### src/hdl/drfp_pkg.sv
`timescale 1ns / 1ps
// Shared types and constants for the display reply frame parser.
// No dependencies; every other file of the block imports this package.
package drfp_pkg;

   // Default size of the receive buffer in bytes.
   localparam int RX_BUF_BYTES_DEF = 68;

   localparam logic [7:0] HDR_TOUCH  = 8'h65;
   localparam logic [7:0] HDR_TEXT   = 8'h70;
   localparam logic [7:0] HDR_NUMBER = 8'h71;
   localparam logic [7:0] TERM_BYTE  = 8'hFF;

   // Frame lengths (bytes before the terminator) that the fixed-size replies need.
   localparam int TOUCH_LEN  = 4;
   localparam int NUMBER_LEN = 5;

   // Configuration register indexes.
   localparam logic CSR_PRESS_CODE   = 1'b0;
   localparam logic CSR_RELEASE_CODE = 1'b1;

   typedef enum logic [1:0] {
      KIND_TOUCH  = 2'd0,
      KIND_NUMBER = 2'd1,
      KIND_TEXT   = 2'd2,
      KIND_EMPTY  = 2'd3
   } kind_type;

   typedef enum logic [1:0] {
      MODE_TOUCH,
      MODE_NUMBER,
      MODE_TEXT,
      MODE_EMPTY
   } frame_mode_type;

   typedef enum logic [1:0] {
      DEC_IDLE,
      DEC_CAP,
      DEC_FIN
   } dec_state_type;

   // Handed from the receive front end to the decode sequencer on a terminator.
   typedef struct packed {
      logic           valid;
      frame_mode_type mode;
   } frame_start_type;

   // One result beat.
   typedef struct packed {
      kind_type    kind;
      logic [7:0]  page;
      logic [7:0]  object_id;
      logic        pressed;
      logic [31:0] value;
      logic [7:0]  text_byte;
      logic        last;
   } rsp_item_type;

endpackage

### src/hdl/display_reply_frame_parser.sv
`timescale 1ns / 1ps
// Top level of the display reply frame parser.
// Depends on drfp_pkg, drfp_frame_ram, drfp_rx_front and drfp_decode_seq.
//
// Usage: received link bytes enter one beat at a time on the req_ channel, each
// with req_burst_end set on the last byte of a receive burst. Within a burst the
// bytes are written to a frame buffer until three 0xFF bytes in a row are seen;
// the frame is then read back from the buffer and decoded into result beats on
// the rsp_ channel (touch event, 32-bit number, a run of text bytes with rsp_last
// on the final one, or a single empty-text beat).
// Throughput: one byte per cycle is accepted while no frame is being decoded.
// After the terminator of a recognized reply is accepted, req_ready stays low
// while the decode sequencer reads the frame back through the buffer's single
// read port and loads its beats; text bytes are read back one per cycle while
// the receiver does not stall. The final beat sits in an output register, so
// input resumes as soon as the last beat has been loaded there.
// Stalls: when rsp_ready is low the output register holds its beat and the
// sequencer waits; the buffer read data holds, so nothing is lost.
// Reset clears the burst state, the sequencer and the output valid, and sets
// press code 1 and release code 0. The buffer itself needs no clearing pass.
// Configuration: csr_we writes csr_wdata to the register csr_index.
module display_reply_frame_parser #(
   parameter int RX_BUF_BYTES = drfp_pkg::RX_BUF_BYTES_DEF
) (
   input  logic        clock,
   input  logic        reset,
   input  logic        req_valid,
   output logic        req_ready,
   input  logic [7:0]  req_rx_byte,
   input  logic        req_burst_end,
   output logic        rsp_valid,
   input  logic        rsp_ready,
   output logic [1:0]  rsp_kind,
   output logic [7:0]  rsp_page,
   output logic [7:0]  rsp_object_id,
   output logic        rsp_pressed,
   output logic [31:0] rsp_value,
   output logic [7:0]  rsp_text_byte,
   output logic        rsp_last,
   input  logic        csr_we,
   input  logic        csr_index,
   input  logic [7:0]  csr_wdata
);
   import drfp_pkg::*;

   localparam int AW = $clog2(RX_BUF_BYTES);

   logic [7:0]      press_ff, press_in;
   logic [7:0]      release_ff, release_in;
   logic            beat_take;
   logic            wr_en;
   logic [AW-1:0]   wr_addr;
   logic [7:0]      wr_data;
   logic            rd_en;
   logic [AW-1:0]   rd_addr;
   logic [7:0]      rd_data;
   frame_start_type start;
   logic [AW-1:0]   end_idx;
   logic            dec_idle;
   rsp_item_type    rsp_item;

   // Configuration registers.
   always_comb begin
      press_in   = press_ff;
      release_in = release_ff;
      if (csr_we) begin
         unique case (csr_index)
            CSR_PRESS_CODE:   press_in   = csr_wdata;
            CSR_RELEASE_CODE: release_in = csr_wdata;
         endcase
      end
   end

   always_ff @(posedge clock) begin
      if (reset) begin
         press_ff   <= 8'd1;
         release_ff <= 8'd0;
      end else begin
         press_ff   <= press_in;
         release_ff <= release_in;
      end
   end

   // Holding input off while decoding keeps the next burst from overwriting
   // buffer entries that the sequencer still has to read.
   assign req_ready = dec_idle;
   assign beat_take = req_valid && req_ready;

   drfp_rx_front #(.RX_BUF_BYTES(RX_BUF_BYTES)) u_rx_front (
      .clock     (clock),
      .reset     (reset),
      .beat_take (beat_take),
      .rx_byte   (req_rx_byte),
      .burst_end (req_burst_end),
      .wr_en     (wr_en),
      .wr_addr   (wr_addr),
      .wr_data   (wr_data),
      .start     (start),
      .end_idx   (end_idx)
   );

   drfp_frame_ram #(.RX_BUF_BYTES(RX_BUF_BYTES)) u_frame_ram (
      .clock   (clock),
      .wr_en   (wr_en),
      .wr_addr (wr_addr),
      .wr_data (wr_data),
      .rd_en   (rd_en),
      .rd_addr (rd_addr),
      .rd_data (rd_data)
   );

   drfp_decode_seq #(.RX_BUF_BYTES(RX_BUF_BYTES)) u_decode_seq (
      .clock        (clock),
      .reset        (reset),
      .start        (start),
      .end_idx      (end_idx),
      .press_code   (press_ff),
      .release_code (release_ff),
      .rd_en        (rd_en),
      .rd_addr      (rd_addr),
      .rd_data      (rd_data),
      .idle         (dec_idle),
      .rsp_item     (rsp_item),
      .rsp_valid    (rsp_valid),
      .rsp_ready    (rsp_ready)
   );

   assign rsp_kind      = rsp_item.kind;
   assign rsp_page      = rsp_item.page;
   assign rsp_object_id = rsp_item.object_id;
   assign rsp_pressed   = rsp_item.pressed;
   assign rsp_value     = rsp_item.value;
   assign rsp_text_byte = rsp_item.text_byte;
   assign rsp_last      = rsp_item.last;

endmodule

### src/hdl/drfp_frame_ram.sv
`timescale 1ns / 1ps
// Frame buffer: one write port, one read port with registered read data.
// Depends on drfp_pkg for the default depth.
module drfp_frame_ram #(
   parameter int RX_BUF_BYTES = drfp_pkg::RX_BUF_BYTES_DEF
) (
   input  logic                            clock,
   input  logic                            wr_en,
   input  logic [$clog2(RX_BUF_BYTES)-1:0] wr_addr,
   input  logic [7:0]                      wr_data,
   input  logic                            rd_en,
   input  logic [$clog2(RX_BUF_BYTES)-1:0] rd_addr,
   output logic [7:0]                      rd_data
);
   import drfp_pkg::*;

   logic [7:0] frame_mem [RX_BUF_BYTES];
   logic [7:0] rd_data_ff;

   always_ff @(posedge clock) begin
      if (wr_en) begin
         frame_mem[wr_addr] <= wr_data;
      end
      if (rd_en) begin
         rd_data_ff <= frame_mem[rd_addr];
      end
   end

   assign rd_data = rd_data_ff;

endmodule

### src/hdl/drfp_rx_front.sv
`timescale 1ns / 1ps
// Receive front end: stores burst bytes in the frame buffer, finds the terminator
// and classifies the frame. Depends on drfp_pkg.
module drfp_rx_front #(
   parameter int RX_BUF_BYTES = drfp_pkg::RX_BUF_BYTES_DEF
) (
   input  logic                              clock,
   input  logic                              reset,
   input  logic                              beat_take,
   input  logic [7:0]                        rx_byte,
   input  logic                              burst_end,
   output logic                              wr_en,
   output logic [$clog2(RX_BUF_BYTES)-1:0]   wr_addr,
   output logic [7:0]                        wr_data,
   output drfp_pkg::frame_start_type         start,
   output logic [$clog2(RX_BUF_BYTES)-1:0]   end_idx
);
   import drfp_pkg::*;

   localparam int AW = $clog2(RX_BUF_BYTES);
   localparam int CW = $clog2(RX_BUF_BYTES + 1);

   logic [CW-1:0] count_ff, count_in;
   logic [1:0]    ff_run_ff, ff_run_in;
   logic          done_ff, done_in;
   logic [7:0]    header_ff, header_in;
   logic          store;
   logic          terminate;
   logic [CW-1:0] frame_len;

   assign store     = beat_take && !done_ff && (count_ff < CW'(RX_BUF_BYTES));
   assign terminate = store && (rx_byte == TERM_BYTE) && (ff_run_ff == 2'd2);
   // Bytes before the terminator: the stored count after this byte, less three.
   assign frame_len = count_ff - CW'(2);

   assign wr_en   = store;
   assign wr_addr = count_ff[AW-1:0];
   assign wr_data = rx_byte;
   assign end_idx = AW'(frame_len - CW'(1));

   always_comb begin
      start.valid = 1'b0;
      start.mode  = MODE_TEXT;
      if (terminate && frame_len != '0) begin
         priority if (header_ff == HDR_TOUCH && frame_len == CW'(TOUCH_LEN)) begin
            start.valid = 1'b1;
            start.mode  = MODE_TOUCH;
         end else if (header_ff == HDR_NUMBER && frame_len == CW'(NUMBER_LEN)) begin
            start.valid = 1'b1;
            start.mode  = MODE_NUMBER;
         end else if (header_ff == HDR_TEXT) begin
            start.valid = 1'b1;
            start.mode  = (frame_len == CW'(1)) ? MODE_EMPTY : MODE_TEXT;
         end else begin
            start.valid = 1'b0;
         end
      end
   end

   always_comb begin
      count_in  = count_ff;
      ff_run_in = ff_run_ff;
      done_in   = done_ff;
      header_in = header_ff;
      if (store) begin
         count_in = count_ff + CW'(1);
         if (count_ff == '0) begin
            header_in = rx_byte;
         end
         if (rx_byte == TERM_BYTE) begin
            if (terminate) begin
               done_in   = 1'b1;
               ff_run_in = 2'd0;
            end else begin
               ff_run_in = ff_run_ff + 2'd1;
            end
         end else begin
            ff_run_in = 2'd0;
         end
      end
      if (beat_take && burst_end) begin
         count_in  = '0;
         ff_run_in = 2'd0;
         done_in   = 1'b0;
      end
   end

   always_ff @(posedge clock) begin
      if (reset) begin
         count_ff  <= '0;
         ff_run_ff <= 2'd0;
         done_ff   <= 1'b0;
      end else begin
         count_ff  <= count_in;
         ff_run_ff <= ff_run_in;
         done_ff   <= done_in;
      end
      header_ff <= header_in;
   end

endmodule

### src/hdl/drfp_decode_seq.sv
`timescale 1ns / 1ps
// Decode sequencer: reads a finished frame back from the frame buffer and
// builds result beats in the output register. Depends on drfp_pkg.
module drfp_decode_seq #(
   parameter int RX_BUF_BYTES = drfp_pkg::RX_BUF_BYTES_DEF
) (
   input  logic                              clock,
   input  logic                              reset,
   input  drfp_pkg::frame_start_type         start,
   input  logic [$clog2(RX_BUF_BYTES)-1:0]   end_idx,
   input  logic [7:0]                        press_code,
   input  logic [7:0]                        release_code,
   output logic                              rd_en,
   output logic [$clog2(RX_BUF_BYTES)-1:0]   rd_addr,
   input  logic [7:0]                        rd_data,
   output logic                              idle,
   output drfp_pkg::rsp_item_type            rsp_item,
   output logic                              rsp_valid,
   input  logic                              rsp_ready
);
   import drfp_pkg::*;

   localparam int AW = $clog2(RX_BUF_BYTES);

   dec_state_type  state_ff, state_in;
   frame_mode_type mode_ff, mode_in;
   logic [AW-1:0]  idx_ff, idx_in;
   logic [AW-1:0]  end_ff, end_in;
   logic [31:0]    acc_ff, acc_in;
   rsp_item_type   rsp_ff, rsp_in;
   logic           rsp_valid_ff, rsp_valid_in;
   logic           out_free;
   logic           at_end;
   logic [7:0]     event_byte;

   assign out_free   = !rsp_valid_ff || rsp_ready;
   assign at_end     = (idx_ff == end_ff);
   assign event_byte = acc_ff[31:24];

   // Next state.
   always_comb begin
      state_in = state_ff;
      unique case (state_ff)
         DEC_IDLE: begin
            if (start.valid) begin
               state_in = (start.mode == MODE_EMPTY) ? DEC_FIN : DEC_CAP;
            end
         end
         DEC_CAP: begin
            priority if (mode_ff == MODE_TEXT) begin
               if (out_free && at_end) begin
                  state_in = DEC_IDLE;
               end
            end else if (at_end) begin
               state_in = DEC_FIN;
            end else begin
               state_in = DEC_CAP;
            end
         end
         DEC_FIN: begin
            if (out_free) begin
               state_in = DEC_IDLE;
            end
         end
         default: state_in = DEC_IDLE;
      endcase
   end

   // Buffer reads, accumulation and result loading.
   always_comb begin
      rd_en        = 1'b0;
      rd_addr      = idx_ff + AW'(1);
      idx_in       = idx_ff;
      end_in       = end_ff;
      mode_in      = mode_ff;
      acc_in       = acc_ff;
      rsp_in       = rsp_ff;
      rsp_valid_in = rsp_valid_ff && !rsp_ready;
      unique case (state_ff)
         DEC_IDLE: begin
            if (start.valid) begin
               mode_in = start.mode;
               end_in  = end_idx;
               idx_in  = AW'(1);
               if (start.mode != MODE_EMPTY) begin
                  rd_en   = 1'b1;
                  rd_addr = AW'(1);
               end
            end
         end
         DEC_CAP: begin
            if (mode_ff == MODE_TEXT) begin
               if (out_free) begin
                  rsp_in           = '0;
                  rsp_in.kind      = KIND_TEXT;
                  rsp_in.text_byte = rd_data;
                  rsp_in.last      = at_end;
                  rsp_valid_in     = 1'b1;
                  if (!at_end) begin
                     rd_en  = 1'b1;
                     idx_in = idx_ff + AW'(1);
                  end
               end
            end else begin
               // Little-endian: each byte enters at the top and moves down.
               acc_in = {rd_data, acc_ff[31:8]};
               if (!at_end) begin
                  rd_en  = 1'b1;
                  idx_in = idx_ff + AW'(1);
               end
            end
         end
         DEC_FIN: begin
            if (out_free) begin
               rsp_in      = '0;
               rsp_in.last = 1'b1;
               unique case (mode_ff)
                  MODE_TOUCH: begin
                     // Three bytes shifted in: page, object id, event.
                     rsp_in.kind      = KIND_TOUCH;
                     rsp_in.page      = acc_ff[15:8];
                     rsp_in.object_id = acc_ff[23:16];
                     rsp_in.pressed   = (event_byte == press_code);
                     rsp_valid_in     = (event_byte == press_code) ||
                                        (event_byte == release_code);
                  end
                  MODE_NUMBER: begin
                     rsp_in.kind  = KIND_NUMBER;
                     rsp_in.value = acc_ff;
                     rsp_valid_in = 1'b1;
                  end
                  MODE_EMPTY: begin
                     rsp_in.kind  = KIND_EMPTY;
                     rsp_valid_in = 1'b1;
                  end
                  MODE_TEXT: begin
                     rsp_valid_in = 1'b0;
                  end
               endcase
            end
         end
         default: rd_en = 1'b0;
      endcase
   end

   always_ff @(posedge clock) begin
      if (reset) begin
         state_ff     <= DEC_IDLE;
         rsp_valid_ff <= 1'b0;
      end else begin
         state_ff     <= state_in;
         rsp_valid_ff <= rsp_valid_in;
      end
      mode_ff <= mode_in;
      idx_ff  <= idx_in;
      end_ff  <= end_in;
      acc_ff  <= acc_in;
      rsp_ff  <= rsp_in;
   end

   assign idle      = (state_ff == DEC_IDLE);
   assign rsp_item  = rsp_ff;
   assign rsp_valid = rsp_valid_ff;

   a_start_when_idle: assert property (@(posedge clock) disable iff (reset)
      start.valid |-> state_ff == DEC_IDLE)
      else $error("frame start while a frame is still being decoded");

   a_idx_in_range: assert property (@(posedge clock) disable iff (reset)
      state_ff == DEC_CAP |-> idx_ff <= end_ff)
      else $error("read index ran past the end of the frame");

   a_read_then_capture: assert property (@(posedge clock) disable iff (reset)
      rd_en |=> state_ff == DEC_CAP)
      else $error("buffer read data arrived outside the capture state");

   a_only_text_not_last: assert property (@(posedge clock) disable iff (reset)
      rsp_valid_ff && !rsp_ff.last |-> rsp_ff.kind == KIND_TEXT)
      else $error("a non-final beat that is not a text byte");

endmodule

### config.mk
export PLATFORM = sky130hd
export DESIGN_NAME = display_reply_frame_parser
export DESIGN_NICKNAME = d
export VERILOG_FILES = /design/src/hdl/drfp_pkg.sv /design/src/hdl/display_reply_frame_parser.sv /design/src/hdl/drfp_frame_ram.sv /design/src/hdl/drfp_rx_front.sv /design/src/hdl/drfp_decode_seq.sv
export SDC_FILE = /design/constraint.sdc
export NUM_CORES = 1
export LEC_CHECK = 0
export ABC_AREA = 1
export BUFFER_PORTS_ARGS = -buffer_cell sky130_fd_sc_hd__buf_2
export CAP_MARGIN = 15
export CORE_MARGIN = 2
export CORE_UTILIZATION = 30
export DETAILED_ROUTE_END_ITERATION = 8
export PLACE_DENSITY = 0.48
export SETUP_SLACK_MARGIN = 0.1
export SLEW_MARGIN = 10
export SYNTH_ARGS = -nofsm -noshare
export SYNTH_HDL_FRONTEND = slang
export SYNTH_SLANG_ARGS = --single-unit
### constraint.sdc
create_clock -name clock -period 8 [get_ports clock]
set_input_delay 1.2 -clock clock [delete_from_list [all_inputs] [get_ports clock]]
set_output_delay 1.2 -clock clock [all_outputs]
set_load 0.02 [all_outputs]
==> results of run 1 <==
[final timing paths]
| kind | from | endpoint | slack (ns) | cells after the start |
|---|---|---|---|---|
| setup / recovery | u_rx_front.wr_addr[1] | u_frame_ram.rd_data[3] | 2.80 | 22 |
| hold / removal | u_decode_seq.acc_ff[13] | u_decode_seq.acc_ff[5] | 0.44 | 0 |
| setup reg to reg | u_rx_front.wr_addr[1] | u_frame_ram.rd_data[3] | 2.80 | 22 |
| hold reg to reg | u_decode_seq.acc_ff[13] | u_decode_seq.acc_ff[5] | 0.44 | 0 |
[cell families after synthesis]
logic type               Yosys count  share of synthesized area, %
AND/OR/NAND/NOR                 1361                          21.1
flip-flops                       697                          68.3
buffers and inverters            518                          6.90
AO/OA/AOI/OAI                    110                          2.13
XOR/XNOR                          33                         0.957
adder cells (fa/ha/maj)           14                         0.580
[sequential cells by signal, indices dropped and copies added, names as in the netlist]
| register | cells |
|---|---|
| press_ff | 8 |
| u_frame_ram.frame_mem | 544 |
| u_frame_ram.rd_data | 8 |
| u_decode_seq.acc_ff | 32 |
| release_ff | 8 |
| u_decode_seq.state_ff | 2 |
| u_rx_front.done_ff | 1 |
| u_decode_seq.rsp_item | 60 |
| u_decode_seq.end_ff | 7 |
| u_decode_seq.idx_ff | 7 |
| u_rx_front.header_ff | 8 |
| u_decode_seq.mode_ff | 2 |
| u_rx_front.wr_addr | 7 |
| u_decode_seq.rsp_valid | 1 |
| u_rx_front.ff_run_ff | 2 |
[synth_stat cells (3+ instances only)]
cell / n
a211oi_1: 3
dfxtp_1: 29
nor3_1: 9
xnor2_1: 19
buf_2: 73
xor2_1: 14
clkbuf_1: 46
ha_1: 14
o32ai_1: 8
a21oi_1: 13
nand2_2: 10
o2111ai_1: 8
edfxtp_1: 668
nor2_4: 3
o21ai_0: 71
nor2_2: 4
nand3b_1: 106
nor2_1: 287
inv_1: 376
buf_1: 6
or2_2: 33
nand2_1: 363
buf_4: 5
inv_2: 6
nand3_1: 526
buf_6: 4
nand4_1: 13
[final cells by class]
| class | instances | area [sq um] | area share [%] |
|---|---|---|---|
| clock buffers | 100 | 2120 | 6.13 |
| clock inverters | 43 | 470 | 1.36 |
| inverters | 384 | 1440 | 4.17 |
| multi-input cells | 1518 | 7540 | 21.8 |
| flip-flops and latches | 697 | 20600 | 59.7 |
| well taps | 1298 | 1620 | 4.69 |
| repair buffers | 118 | 753 | 2.18 |
[per-layer routing]
| metal | vias up | wire [um] | track usage, % | part of all wire (%) |
|---|---|---|---|---|
| met5 | - | 0 | 0 | 0 |
| met4 | 0 | 2410 | 5.32 | 2.8 |
| met3 | 140 | 4610 | 2.22 | 5.3 |
| met2 | 577 | 40900 | 27.4 | 47 |
| met1 | 9734 | 39500 | 23.5 | 45 |
| li1 | 9427 | - | - | - |
[placed cells by master (no fill, tap or decap), types with 6 or more instances in the layout]
master     netlist  routed
clkbuf_16        0      82
o21ai_0         71      70
edfxtp_1       668     668
o2111ai_1        8       8
nand3b_1       106     106
clkinv_2         1      13
nor2_1         287     286
clkbuf_1        46      18
o32ai_1          8       8
or2_2           33      33
nor3_1           9       8
clkinv_1         1      18
ha_1            14      14
bufinv_16        0       7
nand2_1        363     363
inv_1          376     376
nand4_1         13      13
dfxtp_1         29      29
nand3_1        526     526
buf_4            5      36
xor2_1          14      14
xnor2_1         19      19
a21oi_1         13      13
buf_2           73      76
nand2_2         10       6
[per-stage QoR]
stage          power (uW)  std cells
2_1_floorplan        4480       2733
3_3_place_gp         4740       4011
3_5_place_dp         4740       4011
4_1_cts              8390       4154
5_1_grt              8580       4158
6_report             8300       4158
[worst max-delay path, stage by stage (launching register included)]
cell and delay [ns]:
dfxtp_1 0.40, inv_1 0.25, ha_1 0.29, inv_1 0.06, nand2_1 0.12, nand2_2 0.11, nor2_2 0.14, nand3_1 0.11
nand2_1 0.14, nand2_2 0.10, a21oi_4 0.38, nand2_8 0.40, nand2_4 0.52, clkinv_2 0.32, buf_12 0.29, nand3_1 0.15
nand3_1 0.10, nand3_1 0.15, nand3_1 0.24, nand3_1 0.31, nand2_1 0.08, nand2_1 0.06, nand2_1 0.05
[power by group]
part / total [uW] / switching, uW / leakage, uW / internal, uW
registers: 4090 / 29.8 / 0.00625 / 4060
logic: 568 / 425 / 0.00556 / 143
clock network: 3640 / 1530 / 0.00126 / 2120
==> metrics, run 1 <==
die area ~100000 sq um; status completed; Cell Area, Synth between 30000 and 40000 sq um; post-layout instance area about 35000 sq um; antenna fix cells 0; worst hold path class reg -> reg; total routed wirelength just under 90000 um; Worst VDD drop 0.176 mV; nets between 2000 and 3000; hold_buf cts 0; routed len/inst 21.0 um; via/cell ratio ~4.8; Area growth, synth to finish 14.5%; Finished Core Util about 35%; WS Path Type reg -> reg; Worst EP arrival roughly 5.6 ns; hold_ws around 0.44 ns; setup TNS 0 ns; hpwl dp approximately 53000 um; CTS H-tree depth 3; period utilisation layout about 65%; layout cell share with drive strength beyond 1 approximately a tenth; postcts setup bufs 0; initial antenna violation count 1; syn avg cell area about 11 sq um; Final GP Congestion between 0.7 and 0.8; RSZ-0062 raised after global routing no; Post-DP Area about 32000 sq um; core area between 100000 and 150000 sq um; residual DRC count 0; Max Clock Skew about 0.035 ns; Port Buffers between 80 and 90; sequential-to-total area share from yosys stat between 60% and 70%; # resized after CTS 0; largest net degree at the start of global routing about 150; die height roughly 320 um; initial core utilization between 30% and 40%; dominant synthesized flop cell edfxtp_1; x dimension of the die 321 um; Synth area leader edfxtp_1; Worst EP required approximately 8.4 ns; count of pins over their slew limit 0; clk slew on worst S/H paths 0.06 ns; remaining global-route overflow 0; Post-DRT Antenna Nets 0; DP Worst Slack 2.07 ns; CP endpoint kind register; Syn Nets 2770; Critical Path Fanout Max 76; Netlist cell types between 40 and 50; clk_lat worst skew between 0.6 and 0.7 ns; fin crit period between 5 and 6 ns; ys async rst share 0%; fillers around 9900; FMAX roughly 0.19 GHz; DR vias 19900; setup ws final about 2.8 ns; Area contributors post-synth edfxtp_1, nand3_1, inv_1; Worst Setup Start Kind register; Post-Synthesis Cells approximately 2700; Rows 116; pwr dens 240 nW/um^2; max-cap viol count 0; EDFF count, synth 668; CTS Buffer Depth 3; All-Layer GR Usage 16.9%; CTS tree yes; leakage 0.0131 uW; CTS Sinks approximately 700; Slew headroom 20.0%; clock root cell clkbuf_16; #FFs+latches synth between 600 and 700; drt first-iter violations around 1800; Synth top area share 66.4%; Ys Warns 0; drt pass-1 iters 5; Ports 85; Hold Vio Cnt, Final 0; first-pass GRT wire length between 100000 and 150000 um; vias in the first global route 19200; Final setup viols 0; Least-Margin Pin Slew around 1.2 ns; cts bufs inserted between 80 and 90
Power figures use the tool's default switching activity.
==> run 2, diff against run 1 <==
Clock period 8 ns to 5.42 ns, I/O delays scaled along.
==> metrics, run 2 (synthesis results as in run 1) <==
commonest cells after routing, fill and taps aside edfxtp_1, nand3_1, inv_1; Final setup viols 0 (unchanged); leakage 0.0131 uW (+0.19%); fillers 9948 (+0.28%); remaining global-route overflow 0 (unchanged); cts bufs inserted 80 (-1.2%); vias in the first global route 19400 (+1.1%); Hold Vio Cnt, Final 0 (unchanged); status completed; Final GP Congestion 0.797 (about the same); Ports 85 (unchanged); CTS Buffer Depth 3 (unchanged); fin crit period 4.56 ns (-0.640 ns); Rows 116 (unchanged); pwr dens 350 nW/um^2 (+46%); die height 321 um (unchanged); Max Clock Skew 0.0477 ns (+0.0128 ns); DR vias 19900 (+0.12%); hpwl dp 50600 um (-4.3%); drt first-iter violations 1705 (-3.6%); initial antenna violation count 1 (unchanged); largest net degree at the start of global routing 180 (+18%); Critical Path Fanout Max 33 (-57%); Worst Setup Start Kind register; nets 2846 (+0.32%); period utilisation layout 84.1% (+19 points); setup TNS 0 ns (unchanged); routed len/inst 20.7 um (-1.5%); leading cell type in the layout, fill and taps excluded edfxtp_1; Post-DRT Antenna Nets 0 (unchanged); core area 100000 sq um (unchanged); antenna fix cells 0 (unchanged); WS Path Type reg -> reg; clock root cell clkbuf_16; Slew headroom 27.9% (+7.9 points); CP endpoint kind register; count of pins over their slew limit 0 (unchanged); worst hold path class in -> reg; Area growth, synth to finish 14.7%; clk_lat worst skew 0.65 ns (about the same); clk slew on worst S/H paths 0.06 ns (about the same); total routed wirelength 86300 um (-1.3%); Port Buffers 84 (unchanged); CTS Sinks 697 (unchanged); layout cell share with drive strength beyond 1 10.4% (+0.24 points); x dimension of the die 321 um (unchanged); residual DRC count 0 (unchanged); Least-Margin Pin Slew 1.08 ns (-0.114 ns); RSZ-0062 raised after global routing no; first-pass GRT wire length 129000 um (-0.58%); All-Layer GR Usage 16.7% (-0.19 points); FMAX 0.219 GHz (+14%); # resized after CTS 0 (unchanged); setup ws final 0.863 ns (-1.94 ns); CTS H-tree depth 3 (unchanged); CTS tree yes; Worst EP arrival 4.96 ns (-0.63 ns); DP Worst Slack 0.642 ns (-1.43 ns); hold_buf cts 0 (unchanged); die area 103000 sq um (unchanged); via/cell ratio 4.77 (-0.12%); max reg flops 544 (unchanged); initial core utilization 30.2% (unchanged); drt pass-1 iters 5 (unchanged); postcts setup bufs 0 (unchanged); Worst VDD drop 0.213 mV (+21%); max-cap viol count 0 (unchanged); Worst EP required 5.82 ns (-2.57 ns); Most flops, register u_frame_ram.frame_mem; hold_ws 0.343 ns (-0.102 ns)
-- run 2: changes by cell type in the layout (fill, tap and decap cells not counted), sizes merged --
cell,previous run,this run
clkbuf,100,107
bufinv,7,4
clkinv,36,30
buf,118,128
clkinvlp,0,1
inv,384,385
-- run 2: final cells by class --
type                       instances  area, sq um  area share (%)
inverter                         384         1440            4.17
clock buffer                     107         2140            6.19
sequential                       697        20600            59.6
multi-input combinational       1518         7550            21.8
tap                             1298         1620            4.69
timing repair buffer             128          893            2.58
clock inverter                    36          355            1.03
-- run 2: worst max-delay path, stage by stage (launching register included) --
cell      delay [ns]
dfxtp_1         0.51
inv_1           0.22
ha_1            0.30
nand2_2         0.11
nand2_2         0.09
nor2_2          0.14
nand3_1         0.12
nand2_1         0.14
nand2_2         0.10
a21oi_4         0.40
nand2_8         0.21
nand2_4         0.13
clkinv_2        0.50
buf_12          0.40
nand3_1         0.10
nand3_1         0.06
nand3_1         0.10
nand3_1         0.16
nand3_1         0.25
nand2_1         0.08
nand2_1         0.06
nand2_1         0.06
-- run 2: worst paths after layout --
path	from	end	slack, ns	cells after the start
worst max-delay path	u_rx_front.wr_addr[1]	u_frame_ram.rd_data[0]	0.86	21
worst min-delay path	reset	u_decode_seq.state_ff[0]	0.34	2
worst max register to register	u_rx_front.wr_addr[1]	u_frame_ram.rd_data[0]	0.86	21
worst min register to register	u_decode_seq.acc_ff[12]	u_decode_seq.acc_ff[4]	0.42	0
-- run 2: metrics by stage --
stage	utilization, %	area [sq um]	power [uW]	instances
2_1_floorplan	-	30200	6610	2733
3_5_place_dp	32.1	32100	7000	4025
6_report	34.6	34600	12100	4168
4_1_cts	34.6	34600	12200	4168
3_3_place_gp	32.1	32100	7000	4025
5_1_grt	34.6	34600	12500	4168
-- run 2: metal layers --
layer  GRT usage (%)  wire [um]
met5               0          0
met4            5.86       2790
met3            2.49       4040
met2            26.9      40400
met1            23.0      39100
-- run 2: where the power goes --
| part | internal [uW] | leakage, uW | switching (uW) |
|---|---|---|---|
| Combinational | 222 | 0.00563 | 630 |
| Clock | 2990 | 0.00122 | 2240 |
| Sequential | 5990 | 0.00625 | 41.0 |
| Total | 9200 | 0.0131 | 2910 |
